$ cat config.mk
export PLATFORM = sky130hd
export DESIGN_NAME = wheel_speed_pi_with_filter
export DESIGN_NICKNAME = d
export VERILOG_FILES = /design/src/rtl/wspf_pkg.sv /design/src/rtl/wspf_seq.sv /design/src/rtl/wspf_dp.sv /design/src/rtl/wheel_speed_pi_with_filter.sv
export SDC_FILE = /design/constraint.sdc
export NUM_CORES = 2
export LEC_CHECK = 0
export BUFFER_PORTS_ARGS = -buffer_cell sky130_fd_sc_hd__clkbuf_2
export CAP_MARGIN = 10
export CORE_UTILIZATION = 35
export DETAILED_ROUTE_END_ITERATION = 12
export PLACE_DENSITY = 0.5
export SLEW_MARGIN = 0
export SYNTH_ARGS = -nofsm -noshare
export SYNTH_HDL_FRONTEND = slang
export SYNTH_SLANG_ARGS = --single-unit
$ cat constraint.sdc
create_clock -name clk -period 25.8 [get_ports clk]
set_input_delay 3.87 -clock clk [delete_from_list [all_inputs] [get_ports clk]]
set_output_delay 3.87 -clock clk [all_outputs]
set_load 0.005 [all_outputs]
$ cat src/rtl/wspf_pkg.sv
// Shared types, constants and the control program of the wheel speed PI controller.
// Used by wspf_seq, wspf_dp and wheel_speed_pi_with_filter; depends on nothing.
`default_nettype none

package wspf_pkg;

  // Default widths of the encoder count fields and of the state fraction.
  localparam int COUNT_WIDTH_DEF = 13;
  localparam int FRAC_BITS_DEF   = 8;

  // Gains are Q8.8 and the filter weight is Q1.8: both products drop 8 bits.
  localparam int       GAIN_SHIFT = 8;
  localparam int       ROUND_HALF = 128;
  localparam logic [8:0] COEF_ONE = 9'd256;

  // Register reset values.
  localparam logic [15:0] KP_RESET      = 16'd8960;
  localparam logic [15:0] KI_RESET      = 16'd1280;
  localparam logic [8:0]  FILT_RESET    = 9'd77;
  localparam logic [14:0] DRIVE_RESET   = 15'd4000;
  localparam logic [11:0] DEAD_RESET    = 12'd150;
  localparam logic [11:0] SPEED_RESET   = 12'd4095;

  // Configuration port.
  localparam int CFG_IDX_W  = 3;
  localparam int CFG_DATA_W = 16;

  typedef enum logic [CFG_IDX_W-1:0] {
    REG_KP     = 3'd0,
    REG_KI     = 3'd1,
    REG_FILT   = 3'd2,
    REG_DRIVE  = 3'd3,
    REG_DEAD   = 3'd4,
    REG_SPEED  = 3'd5
  } reg_idx_t;

  typedef struct packed {
    logic [15:0] kp_gain;
    logic [15:0] ki_gain;
    logic [8:0]  filter_coeff;
    logic [14:0] drive_limit;
    logic [11:0] dead_zone;
    logic [11:0] target_max;
  } cfg_t;

  // One result word: drive, pwm_level, saturated.
  localparam int OUT_FIELDS_W = 33;
  localparam int OUT_TDATA_W  = 40;

  typedef struct packed {
    logic        saturated;
    logic [15:0] pwm_level;
    logic [15:0] drive;
  } res_t;

  // Datapath selections driven by the control word.
  typedef enum logic [1:0] {
    A_COEF     = 2'd0,
    A_COEF_INV = 2'd1,
    A_KP       = 2'd2,
    A_KI       = 2'd3
  } a_sel_t;

  typedef enum logic [1:0] {
    B_MEAS = 2'd0,
    B_FILT = 2'd1,
    B_DERR = 2'd2,
    B_ERR  = 2'd3
  } b_sel_t;

  typedef enum logic [1:0] {
    MAC_HOLD = 2'd0,
    MAC_LOAD = 2'd1,
    MAC_ADD  = 2'd2
  } mac_op_t;

  // Program addresses.
  typedef logic [3:0] step_t;

  localparam step_t STEP_MUL_NEW   = 4'd0;
  localparam step_t STEP_MUL_OLD   = 4'd1;
  localparam step_t STEP_FILT_SUM  = 4'd2;
  localparam step_t STEP_ERR       = 4'd3;
  localparam step_t STEP_MUL_P     = 4'd4;
  localparam step_t STEP_MUL_I     = 4'd5;
  localparam step_t STEP_PI_SUM    = 4'd6;
  localparam step_t STEP_ACC_ADD   = 4'd7;
  localparam step_t STEP_ACC_CLAMP = 4'd8;
  localparam step_t STEP_RESULT    = 4'd9;
  localparam step_t STEP_CLEAR     = 4'd10;

  typedef struct packed {
    a_sel_t  a_sel;
    b_sel_t  b_sel;
    mac_op_t mac_op;
    logic    ld_err;
    logic    ld_sum;
    logic    ld_acc;
    logic    clr;
    logic    last;
    logic    br_kind;
    step_t   jmp;
  } cw_t;

  localparam cw_t CW_NOP = '{
    a_sel:   A_COEF,
    b_sel:   B_MEAS,
    mac_op:  MAC_HOLD,
    ld_err:  1'b0,
    ld_sum:  1'b0,
    ld_acc:  1'b0,
    clr:     1'b0,
    last:    1'b0,
    br_kind: 1'b0,
    jmp:     STEP_MUL_NEW
  };

  // Control program. The multiplier result is registered, so the MAC takes
  // a product in the step after the step that selected its operands.
  function automatic cw_t ucode(input step_t pc);
    cw_t w;
    w = CW_NOP;
    case (pc)
      STEP_MUL_NEW: begin
        w.a_sel   = A_COEF;
        w.b_sel   = B_MEAS;
        w.br_kind = 1'b1;
        w.jmp     = STEP_CLEAR;
      end
      STEP_MUL_OLD: begin
        w.a_sel  = A_COEF_INV;
        w.b_sel  = B_FILT;
        w.mac_op = MAC_LOAD;
      end
      STEP_FILT_SUM:  w.mac_op = MAC_ADD;
      STEP_ERR:       w.ld_err = 1'b1;
      STEP_MUL_P: begin
        w.a_sel = A_KP;
        w.b_sel = B_DERR;
      end
      STEP_MUL_I: begin
        w.a_sel  = A_KI;
        w.b_sel  = B_ERR;
        w.mac_op = MAC_LOAD;
      end
      STEP_PI_SUM:    w.mac_op = MAC_ADD;
      STEP_ACC_ADD:   w.ld_sum = 1'b1;
      STEP_ACC_CLAMP: w.ld_acc = 1'b1;
      STEP_RESULT:    w.last   = 1'b1;
      STEP_CLEAR: begin
        w.clr  = 1'b1;
        w.last = 1'b1;
      end
      default:        w = CW_NOP;
    endcase
    return w;
  endfunction

endpackage

`default_nettype wire

$ cat src/rtl/wspf_seq.sv
// Program counter and control store of the wheel speed PI controller.
// Depends on wspf_pkg for the control word type and the program.
`default_nettype none

module wspf_seq (
  input  wire logic            clk,
  input  wire logic            rst_n,
  input  wire logic            start,
  input  wire logic            kind,
  input  wire logic            out_free,
  output wspf_pkg::cw_t        cw,
  output logic                 busy
);

  logic                busy_r, busy_nxt;
  wspf_pkg::step_t     pc_r, pc_nxt;
  logic                kind_r, kind_nxt;
  wspf_pkg::cw_t       rom_word;
  logic                hold_last;

  assign rom_word  = wspf_pkg::ucode(pc_r);
  assign busy      = busy_r;
  assign hold_last = rom_word.last && !out_free;

  // The last step waits until the output register can take the word.
  always_comb begin
    cw = wspf_pkg::CW_NOP;
    if (busy_r && !hold_last) begin
      cw = rom_word;
    end
  end

  // Step counter with the jump on a clear item; it stands still while the
  // last step waits.
  always_comb begin
    busy_nxt = busy_r;
    pc_nxt   = pc_r;
    kind_nxt = kind_r;
    if (start) begin
      busy_nxt = 1'b1;
      pc_nxt   = wspf_pkg::STEP_MUL_NEW;
      kind_nxt = kind;
    end else if (cw.last) begin
      busy_nxt = 1'b0;
    end else if (busy_r && !hold_last) begin
      if (cw.br_kind && kind_r) begin
        pc_nxt = cw.jmp;
      end else begin
        pc_nxt = wspf_pkg::step_t'(pc_r + 1'b1);
      end
    end
  end

  always_ff @(posedge clk) begin
    if (!rst_n) begin
      busy_r <= 1'b0;
      pc_r   <= wspf_pkg::STEP_MUL_NEW;
      kind_r <= 1'b0;
    end else begin
      busy_r <= busy_nxt;
      pc_r   <= pc_nxt;
      kind_r <= kind_nxt;
    end
  end

endmodule

`default_nettype wire

$ cat src/rtl/wspf_dp.sv
// Datapath of the wheel speed PI controller: one shared multiplier, an
// accumulator, the controller state and the clamp and dead-zone logic.
// Depends on wspf_pkg; steered by the control word from wspf_seq.
`default_nettype none

module wspf_dp #(
  parameter int COUNT_WIDTH = wspf_pkg::COUNT_WIDTH_DEF,
  parameter int FRAC_BITS   = wspf_pkg::FRAC_BITS_DEF
) (
  input  wire logic                          clk,
  input  wire logic                          rst_n,
  input  wire logic                          load,
  input  wire logic signed [COUNT_WIDTH-1:0] meas_in,
  input  wire logic signed [COUNT_WIDTH-1:0] target_in,
  input  wire wspf_pkg::cfg_t                cfg,
  input  wire wspf_pkg::cw_t                 cw,
  output wspf_pkg::res_t                     res
);

  localparam int CW      = COUNT_WIDTH;
  localparam int F       = FRAC_BITS;
  localparam int FS_W    = CW + F + 1;
  localparam int ERR_W   = CW + F + 2;
  localparam int MA_W    = 17;
  localparam int MB_W    = ERR_W + 1;
  localparam int PROD_W  = MA_W + MB_W;
  localparam int MAC_W   = PROD_W + 1;
  localparam int DELTA_W = MAC_W - wspf_pkg::GAIN_SHIFT;
  localparam int SUM_W   = DELTA_W + 1;
  localparam int ACC_W   = F + 17;
  localparam int CMP_W   = ((CW > 12) ? CW : 12) + 1;

  logic signed [CW-1:0]     meas_r, meas_nxt;
  logic signed [CW-1:0]     tgt_r, tgt_nxt;
  logic signed [FS_W-1:0]   fs_r, fs_nxt;
  logic signed [ERR_W-1:0]  prev_r, prev_nxt;
  logic signed [ACC_W-1:0]  acc_r, acc_nxt;
  logic signed [FS_W-1:0]   filt_r, filt_nxt;
  logic signed [ERR_W-1:0]  err_r, err_nxt;
  logic signed [SUM_W-1:0]  sum_r, sum_nxt;
  logic signed [PROD_W-1:0] prod_r, prod_nxt;
  logic signed [MAC_W-1:0]  mac_r, mac_nxt;

  logic [8:0]               c_eff;
  logic [15:0]              ma_u;
  logic signed [MA_W-1:0]   ma;
  logic signed [MB_W-1:0]   mb;
  logic signed [ERR_W:0]    derr;
  logic signed [MAC_W-1:0]  mac_rnd;
  logic signed [MAC_W-1:0]  mac_sh;
  logic signed [DELTA_W-1:0] delta;
  logic signed [CMP_W-1:0]  t_ext, sl_pos, sl_neg, t_clamp;
  logic signed [ACC_W-1:0]  lim, neg_lim;
  logic                     allow;
  logic                     neg;
  logic [ACC_W-1:0]         mag;
  logic [ACC_W-1:0]         dz_s;
  logic [15:0]              pwm_mag, pwm;
  logic                     in_dz;

  // Weight of the new sample, saturated at 1.0.
  assign c_eff = cfg.filter_coeff[8] ? wspf_pkg::COEF_ONE : cfg.filter_coeff;

  // Multiplier operand selection.
  assign derr = (ERR_W + 1)'(err_r) - (ERR_W + 1)'(prev_r);

  always_comb begin
    case (cw.a_sel)
      wspf_pkg::A_COEF:     ma_u = 16'(c_eff);
      wspf_pkg::A_COEF_INV: ma_u = 16'(wspf_pkg::COEF_ONE - c_eff);
      wspf_pkg::A_KP:       ma_u = cfg.kp_gain;
      wspf_pkg::A_KI:       ma_u = cfg.ki_gain;
      default:              ma_u = 16'd0;
    endcase
    case (cw.b_sel)
      wspf_pkg::B_MEAS: mb = MB_W'(meas_r) <<< F;
      wspf_pkg::B_FILT: mb = MB_W'(fs_r);
      wspf_pkg::B_DERR: mb = MB_W'(derr);
      wspf_pkg::B_ERR:  mb = MB_W'(err_r);
      default:          mb = '0;
    endcase
  end

  assign ma       = $signed({1'b0, ma_u});
  assign prod_nxt = ma * mb;

  // Product accumulator.
  always_comb begin
    case (cw.mac_op)
      wspf_pkg::MAC_LOAD: mac_nxt = MAC_W'(prod_r);
      wspf_pkg::MAC_ADD:  mac_nxt = mac_r + MAC_W'(prod_r);
      default:            mac_nxt = mac_r;
    endcase
  end

  // Round half up and drop the 8 fraction bits of the coefficient or gain.
  assign mac_rnd = mac_r + MAC_W'(wspf_pkg::ROUND_HALF);
  assign mac_sh  = mac_rnd >>> wspf_pkg::GAIN_SHIFT;
  assign delta   = mac_sh[DELTA_W-1:0];

  // Target clamp and speed error.
  assign t_ext  = CMP_W'(tgt_r);
  assign sl_pos = $signed(CMP_W'(cfg.target_max));
  assign sl_neg = -sl_pos;

  always_comb begin
    if (t_ext > sl_pos) begin
      t_clamp = sl_pos;
    end else if (t_ext < sl_neg) begin
      t_clamp = sl_neg;
    end else begin
      t_clamp = t_ext;
    end
  end

  always_comb begin
    filt_nxt = filt_r;
    err_nxt  = err_r;
    if (cw.ld_err) begin
      filt_nxt = mac_sh[FS_W-1:0];
      err_nxt  = (ERR_W'(t_clamp) <<< F) - ERR_W'($signed(mac_sh[FS_W-1:0]));
    end
  end

  // Anti-windup: the increment is refused when it pushes further into the limit.
  assign lim     = $signed(ACC_W'(cfg.drive_limit) << F);
  assign neg_lim = -lim;
  assign allow   = !((acc_r >= lim && delta > 0) || (acc_r <= neg_lim && delta < 0));

  always_comb begin
    sum_nxt = sum_r;
    if (cw.ld_sum) begin
      sum_nxt = allow ? (SUM_W'(acc_r) + SUM_W'(delta)) : SUM_W'(acc_r);
    end
  end

  // Accumulator clamp and state update; a clear item zeroes the state.
  always_comb begin
    acc_nxt  = acc_r;
    prev_nxt = prev_r;
    fs_nxt   = fs_r;
    if (cw.clr) begin
      acc_nxt  = '0;
      prev_nxt = '0;
      fs_nxt   = '0;
    end else if (cw.ld_acc) begin
      if (sum_r > SUM_W'(lim)) begin
        acc_nxt = lim;
      end else if (sum_r < SUM_W'(neg_lim)) begin
        acc_nxt = neg_lim;
      end else begin
        acc_nxt = sum_r[ACC_W-1:0];
      end
      prev_nxt = err_r;
      fs_nxt   = filt_r;
    end
  end

  // Input word capture.
  assign meas_nxt = load ? meas_in : meas_r;
  assign tgt_nxt  = load ? target_in : tgt_r;

  // Result: level truncated toward zero, dead-zone lift, saturation flag.
  assign neg     = acc_r[ACC_W-1];
  assign mag     = neg ? $unsigned(-acc_r) : $unsigned(acc_r);
  assign pwm_mag = mag[F+15:F];
  assign pwm     = neg ? (16'd0 - pwm_mag) : pwm_mag;
  assign dz_s    = ACC_W'(cfg.dead_zone) << F;
  assign in_dz   = (mag != '0) && (mag < dz_s);

  always_comb begin
    res.pwm_level = pwm;
    res.saturated = (mag >= $unsigned(lim));
    if (in_dz) begin
      res.drive = neg ? (16'd0 - 16'(cfg.dead_zone)) : 16'(cfg.dead_zone);
    end else begin
      res.drive = pwm;
    end
  end

  // Controller state.
  always_ff @(posedge clk) begin
    if (!rst_n) begin
      acc_r  <= '0;
      prev_r <= '0;
      fs_r   <= '0;
    end else begin
      acc_r  <= acc_nxt;
      prev_r <= prev_nxt;
      fs_r   <= fs_nxt;
    end
  end

  // Working registers.
  always_ff @(posedge clk) begin
    meas_r <= meas_nxt;
    tgt_r  <= tgt_nxt;
    prod_r <= prod_nxt;
    mac_r  <= mac_nxt;
    filt_r <= filt_nxt;
    err_r  <= err_nxt;
    sum_r  <= sum_nxt;
  end

endmodule

`default_nettype wire

$ cat src/rtl/wheel_speed_pi_with_filter.sv
// Wheel speed PI controller with measurement low-pass filter and dead-zone lift.
// Top level: configuration registers, output register, wspf_seq and wspf_dp.
//
// Usage:
//   The in_ channel takes one word per control tick: in_tdata carries the
//   measured encoder count and the target speed, in_tuser marks a clear item
//   that zeroes the filter, the previous error and the drive accumulator.
//   The out_ channel returns one word per input word: drive, pwm_level and
//   the saturation flag. The cfg_ channel writes gains and limits by index
//   and is always ready; write it only while no item is in flight.
//   A control tick runs a ten-step program on one shared multiplier; a new
//   tick is accepted only once the last step has run. A clear item jumps
//   from the first step straight to a clear step that ends its program.
//   A finished word waits in the output register; the next item is still
//   accepted, and its final step holds until the receiver takes the old word.
//   Reset (rst_n low, synchronous) zeroes the controller state, loads the
//   register defaults and empties the output register.
`default_nettype none

module wheel_speed_pi_with_filter #(
  parameter int COUNT_WIDTH = wspf_pkg::COUNT_WIDTH_DEF,
  parameter int FRAC_BITS   = wspf_pkg::FRAC_BITS_DEF,
  parameter int IN_TDATA_W  = ((2 * COUNT_WIDTH + 7) / 8) * 8
) (
  input  wire logic                                clk,
  input  wire logic                                rst_n,
  // Input words.
  input  wire logic                                in_tvalid,
  output logic                                     in_tready,
  // measured_count, target_speed (from bit 0 up), zero padding
  input  wire logic [IN_TDATA_W-1:0]               in_tdata,
  // kind
  input  wire logic                                in_tuser,
  // Result words.
  output logic                                     out_tvalid,
  input  wire logic                                out_tready,
  // drive, pwm_level, saturated (from bit 0 up), zero padding
  output logic [wspf_pkg::OUT_TDATA_W-1:0]         out_tdata,
  // Configuration writes.
  input  wire logic                                cfg_valid,
  output logic                                     cfg_ready,
  input  wire logic [wspf_pkg::CFG_IDX_W-1:0]      cfg_index,
  input  wire logic [wspf_pkg::CFG_DATA_W-1:0]     cfg_data
);

  wspf_pkg::cfg_t  cfg_r, cfg_nxt;
  logic            out_valid_r, out_valid_nxt;
  logic [wspf_pkg::OUT_TDATA_W-1:0] out_data_r, out_data_nxt;
  wspf_pkg::cw_t   cw;
  wspf_pkg::res_t  res;
  logic            busy;
  logic            start;
  logic            out_free;

  assign cfg_ready  = 1'b1;
  assign in_tready  = !busy;
  assign start      = in_tvalid && in_tready;
  assign out_free   = !out_valid_r || out_tready;
  assign out_tvalid = out_valid_r;
  assign out_tdata  = out_data_r;

  // Register writes.
  always_comb begin
    cfg_nxt = cfg_r;
    if (cfg_valid) begin
      case (cfg_index)
        wspf_pkg::REG_KP:    cfg_nxt.kp_gain      = cfg_data;
        wspf_pkg::REG_KI:    cfg_nxt.ki_gain      = cfg_data;
        wspf_pkg::REG_FILT:  cfg_nxt.filter_coeff = cfg_data[8:0];
        wspf_pkg::REG_DRIVE: cfg_nxt.drive_limit  = cfg_data[14:0];
        wspf_pkg::REG_DEAD:  cfg_nxt.dead_zone    = cfg_data[11:0];
        wspf_pkg::REG_SPEED: cfg_nxt.target_max   = cfg_data[11:0];
        default:             cfg_nxt = cfg_r;
      endcase
    end
  end

  always_ff @(posedge clk) begin
    if (!rst_n) begin
      cfg_r.kp_gain      <= wspf_pkg::KP_RESET;
      cfg_r.ki_gain      <= wspf_pkg::KI_RESET;
      cfg_r.filter_coeff <= wspf_pkg::FILT_RESET;
      cfg_r.drive_limit  <= wspf_pkg::DRIVE_RESET;
      cfg_r.dead_zone    <= wspf_pkg::DEAD_RESET;
      cfg_r.target_max   <= wspf_pkg::SPEED_RESET;
    end else begin
      cfg_r <= cfg_nxt;
    end
  end

  // Sequencer and datapath.
  wspf_seq u_seq (
    .clk      (clk),
    .rst_n    (rst_n),
    .start    (start),
    .kind     (in_tuser),
    .out_free (out_free),
    .cw       (cw),
    .busy     (busy)
  );

  wspf_dp #(
    .COUNT_WIDTH (COUNT_WIDTH),
    .FRAC_BITS   (FRAC_BITS)
  ) u_dp (
    .clk       (clk),
    .rst_n     (rst_n),
    .load      (start),
    .meas_in   ($signed(in_tdata[COUNT_WIDTH-1:0])),
    .target_in ($signed(in_tdata[2*COUNT_WIDTH-1:COUNT_WIDTH])),
    .cfg       (cfg_r),
    .cw        (cw),
    .res       (res)
  );

  // Output register: loaded by the last step of the program.
  always_comb begin
    out_valid_nxt = out_valid_r;
    out_data_nxt  = out_data_r;
    if (cw.last) begin
      out_valid_nxt = 1'b1;
      if (cw.clr) begin
        out_data_nxt = '0;
      end else begin
        out_data_nxt = wspf_pkg::OUT_TDATA_W'(res);
      end
    end else if (out_tready) begin
      out_valid_nxt = 1'b0;
    end
  end

  always_ff @(posedge clk) begin
    if (!rst_n) begin
      out_valid_r <= 1'b0;
    end else begin
      out_valid_r <= out_valid_nxt;
    end
  end

  always_ff @(posedge clk) begin
    out_data_r <= out_data_nxt;
  end

`ifndef ASSERT_OFF
  a_start_runs: assert property (@(posedge clk) disable iff (!rst_n)
    (in_tvalid && in_tready) |=> busy)
    else $error("accepted word did not start the program");

  a_last_delivers: assert property (@(posedge clk) disable iff (!rst_n)
    cw.last |=> out_tvalid)
    else $error("final step did not present a result word");

  a_clear_zero: assert property (@(posedge clk) disable iff (!rst_n)
    (cw.last && cw.clr) |=> (out_tdata == '0))
    else $error("clear item produced a nonzero result word");

  a_no_overwrite: assert property (@(posedge clk) disable iff (!rst_n)
    cw.last |-> (!out_valid_r || out_tready))
    else $error("result word overwritten before it was taken");
`endif

endmodule

`default_nettype wire

==> out/metrics.csv <==
stage,metric,value,unit
critical_path,most frequent CP cell,fa_1,
clocking,CTS buffer count,50,
synth,Post-Synth Adder-Cell Area,29.7,%
outcome,outcome,"complete, no violations",
placed_design,placed insts,6085,
finish,# diodes,0,
grt,first-pass GRT wire length,197000,µm
synth,"top cells by count, synth","inv_1 (634), nand2_1 (575), fa_1 (374), ha_1 (352), nor2_1 (346)",
timing,final setup vio count,0,
critical_path,startpoint types,flip-flop,
synth,"Seq/Total Area, Yosys",23.3,%
grt,Overall Global Routing Usage,22.0,%
grt,antenna violations before repair,2,
critical_path,maximum fanout along the worst path,6,
critical_path,Slowest cell on crit path,a2111oi_0,
clocking,clock sinks,377,
synth,Syn Area/Cell,8.71,µm²
die,standard-cell rows,123,
flow_run,number of max-cap violations,0,
synth,number of synthesized register bits,377,
die,Die Span Y,341,µm
grt,largest net degree at the start of global routing,86,
grt,grt ovf,0,
timing,clock skew,0.0573,ns
timing,upper clock frequency limit,0.0941,GHz
synth,top_reg_cell synth,dfxtp_1,
timing,min Tclk post-route,10.63,ns
synth,synth unique cells,94,
placed_design,I/O Buffers,85,
critical_path,critical path endpoint category,flip-flop,
synth,dominant cell type by area after synthesis,fa_1,
synth,Post-synth EDFFs,180,
detailed_routing,via/cell ratio,5.31,
grt,vias in the first global route,32100,
die,Die Footprint,0.116,mm²
synth,Post-Synth Simple-Gate Area,16.7,%
synth,Netlist Area Pre-Place,0.0402,mm²
detailed_routing,initial DRC count,2317,
critical_path,Max stage delay on crit path,0.86,ns
synth,main combinational cell family by area after synthesis,adder cells,
power_and_ir_drop,PwrDens,73.9,mW/mm²
critical_path,CP required,26.34,ns
clocking,Post-CTS Resized,0,
critical_path,Worst Setup Path Type,flip-flop to flip-flop,
finish,"Core Util, Final",39.1,%
synth,post-synthesis mux area share,2.13,%
synth,YS warnings,0,
clocking,CTS tree,yes,
detailed_routing,DR vias,32800,
synth,compound-cell area share of the yosys netlist,15.4,%
synth,top-area cell type share of the netlist area,18.6,%
timing,Setup TNS Final,0,ns
power_and_ir_drop,Lkg Pwr,19.7,nW
clocking,maximum buffer depth of the clock tree,3,
detailed_routing,drt wl/cell,20.8,µm
worst_hold_path,Hold WC Path Type,flip-flop to flip-flop,
synth,most frequent cell after synthesis,inv_1,
die,I/O pin total,100,
power_and_ir_drop,Pwr Total,3.27,mW
placed_design,gpl congestion,0.900,
die,Starting Density,35.5,%
timing,slew margin rel.,18.0,%
clocking,H-Tree Depth,2,
clocking,clk root buf,clkbuf_16,
placed_design,DP HPWL,102000,µm
timing,RSZ-0062 raised after global routing,no,
finish,share of layout cells above drive strength 1,7.10,%
finish,post-route insts no fill,6179,
die,core area,0.113,mm²
clocking,clock slew at reported path FFs,0.06,ns
timing,"Slew Viols, Final",0,
timing,period utilisation layout,41.2,%
clocking,"Setup Fix Bufs, Post-CTS",0,
detailed_routing,Final ANT Viol Nets,0,
finish,Final nets,5420,
detailed_routing,DRC violations left,0,
synth,XOR/XNOR share of the synthesized area,5.16,%
synth,ranking of synthesized cells by area,"fa_1 (19%), edfxtp_1 (13%), ha_1 (11%)",
die,Die X,341,µm
synth,cells after synthesis,4617,
detailed_routing,Detailed Routing Iterations Pass 1,5,
clocking,post-cts hold buffer count,0,
critical_path,Critical Path AT,11.17,ns
synth,fraction of registers with async set/reset,0,%
clocking,clk_lat worst skew,0.67,ns
timing,Least-Margin Pin Slew,1.22,ns
detailed_routing,Routed WL,128000,µm
timing,Fin. Hold Viols,0,
finish,Area Growth Syn to Fin,9.93,%
power_and_ir_drop,Max VDD drop,0.0628,mV
## kinds of logic after synthesis
| group | after synthesis |
|---|---|
| AND/OR/NAND/NOR | 1457 |
| AO/OA/AOI/OAI | 924 |
| buffers and inverters | 812 |
| adder cells (fa/ha/maj) | 729 |
| flip-flops | 377 |
| XOR/XNOR | 237 |
| multiplexers | 79 |
| other | 2 |
## stage by stage
step	hold slack (ns)	instance area (µm²)	setup slack (ns)
finish	0.453	44200	15.17
global route	0.470	44200	14.36
CTS	0.457	44200	15.15
detailed placement	0.448	42300	15.19
global placement	0.443	42300	15.19
floorplan	0.436	40200	17.22
## routing by layer
layer  share of wire, %  track usage (%)
met1                 47             31.5
met2                 45             35.1
met3                5.0             2.51
met4                2.3             5.38
met5                  0                0
## final timing paths
kind | startpoint | endpoint | slack, ns | cells after the start
max | u_dp.err_r[0] | u_dp.prod_r[40] | 15.17 | 33
min | u_dp.prev_r[4] | u_dp.prev_r[4] | 0.45 | 2
max reg2reg | u_dp.err_r[0] | u_dp.prod_r[40] | 15.17 | 33
min reg2reg | u_dp.prev_r[4] | u_dp.prev_r[4] | 0.45 | 2
## final cells by class
class / instances / area (µm²)
fillers: 11500 / 68900
multi-input cells: 3434 / 27900
flip-flops and latches: 377 / 9350
inverters: 634 / 2380
well taps: 1500 / 1880
clock buffers: 60 / 1360
repair buffers: 140 / 838
clock inverters: 34 / 505
## layout by cell type (no fill, tap or decap), drive strengths merged, types with 21 or more instances in the layout
master  Yosys  layout
xnor2     173     173
clkbuf    153     145
nand4      44      44
a211oi     46      46
o31ai      36      36
and3       39      39
nor2b      36      36
a21oi     228     228
nor4       37      37
o21a       53      53
or2        30      30
a31oi      24      24
edfxtp    180     180
o211ai     37      37
mux2       53      53
or3        28      28
a21boi     68      68
mux2i      26      26
nand3     101     101
nand2     575     575
buf        25      55
nor2      346     346
and2       36      36
a22oi      21      21
fa        374     374
inv       634     638
nand2b     37      37
a21o       96      96
dfxtp     197     197
nor3       87      87
o21ai     146     146
o22ai      21      21
xor2       64      64
ha        352     352
## power breakdown
group / leakage, nW / switching [mW] / total [mW] / internal, mW
clock: 0.907 / 0.313 / 0.794 / 0.481
sequential: 3.23 / 0.0433 / 0.737 / 0.694
combinational: 15.6 / 1.04 / 1.74 / 0.699
total: 19.7 / 1.39 / 3.27 / 1.87
## state kept, by name (all words and copies together), names as in the netlist
name          cells
u_dp.prev_r      23
cfg_r            80
u_dp.tgt_r       13
u_dp.err_r       23
u_seq.busy        1
u_dp.sum_r       35
u_dp.meas_r      13
out_tdata        33
u_seq.kind_r      1
u_dp.acc_r       25
u_dp.prod_r      41
u_dp.filt_r      21
out_tvalid        1
u_seq.pc_r        4
u_dp.mac_r       42
u_dp.fs_r        21
## critical path, delay by kind of cell, from the launching register on
family / cells / cell delay, ns
AOI/OAI and AO/OA: 15 / 4.58
DFF: 1 / 0.42
and+or+nand+nor: 4 / 1.10
adders and majority gates: 9 / 4.03
xor gates and xnor gates: 1 / 0.19
buffers and inverters: 4 / 0.21
No activity file was read; power rests on OpenSTA's default activity.
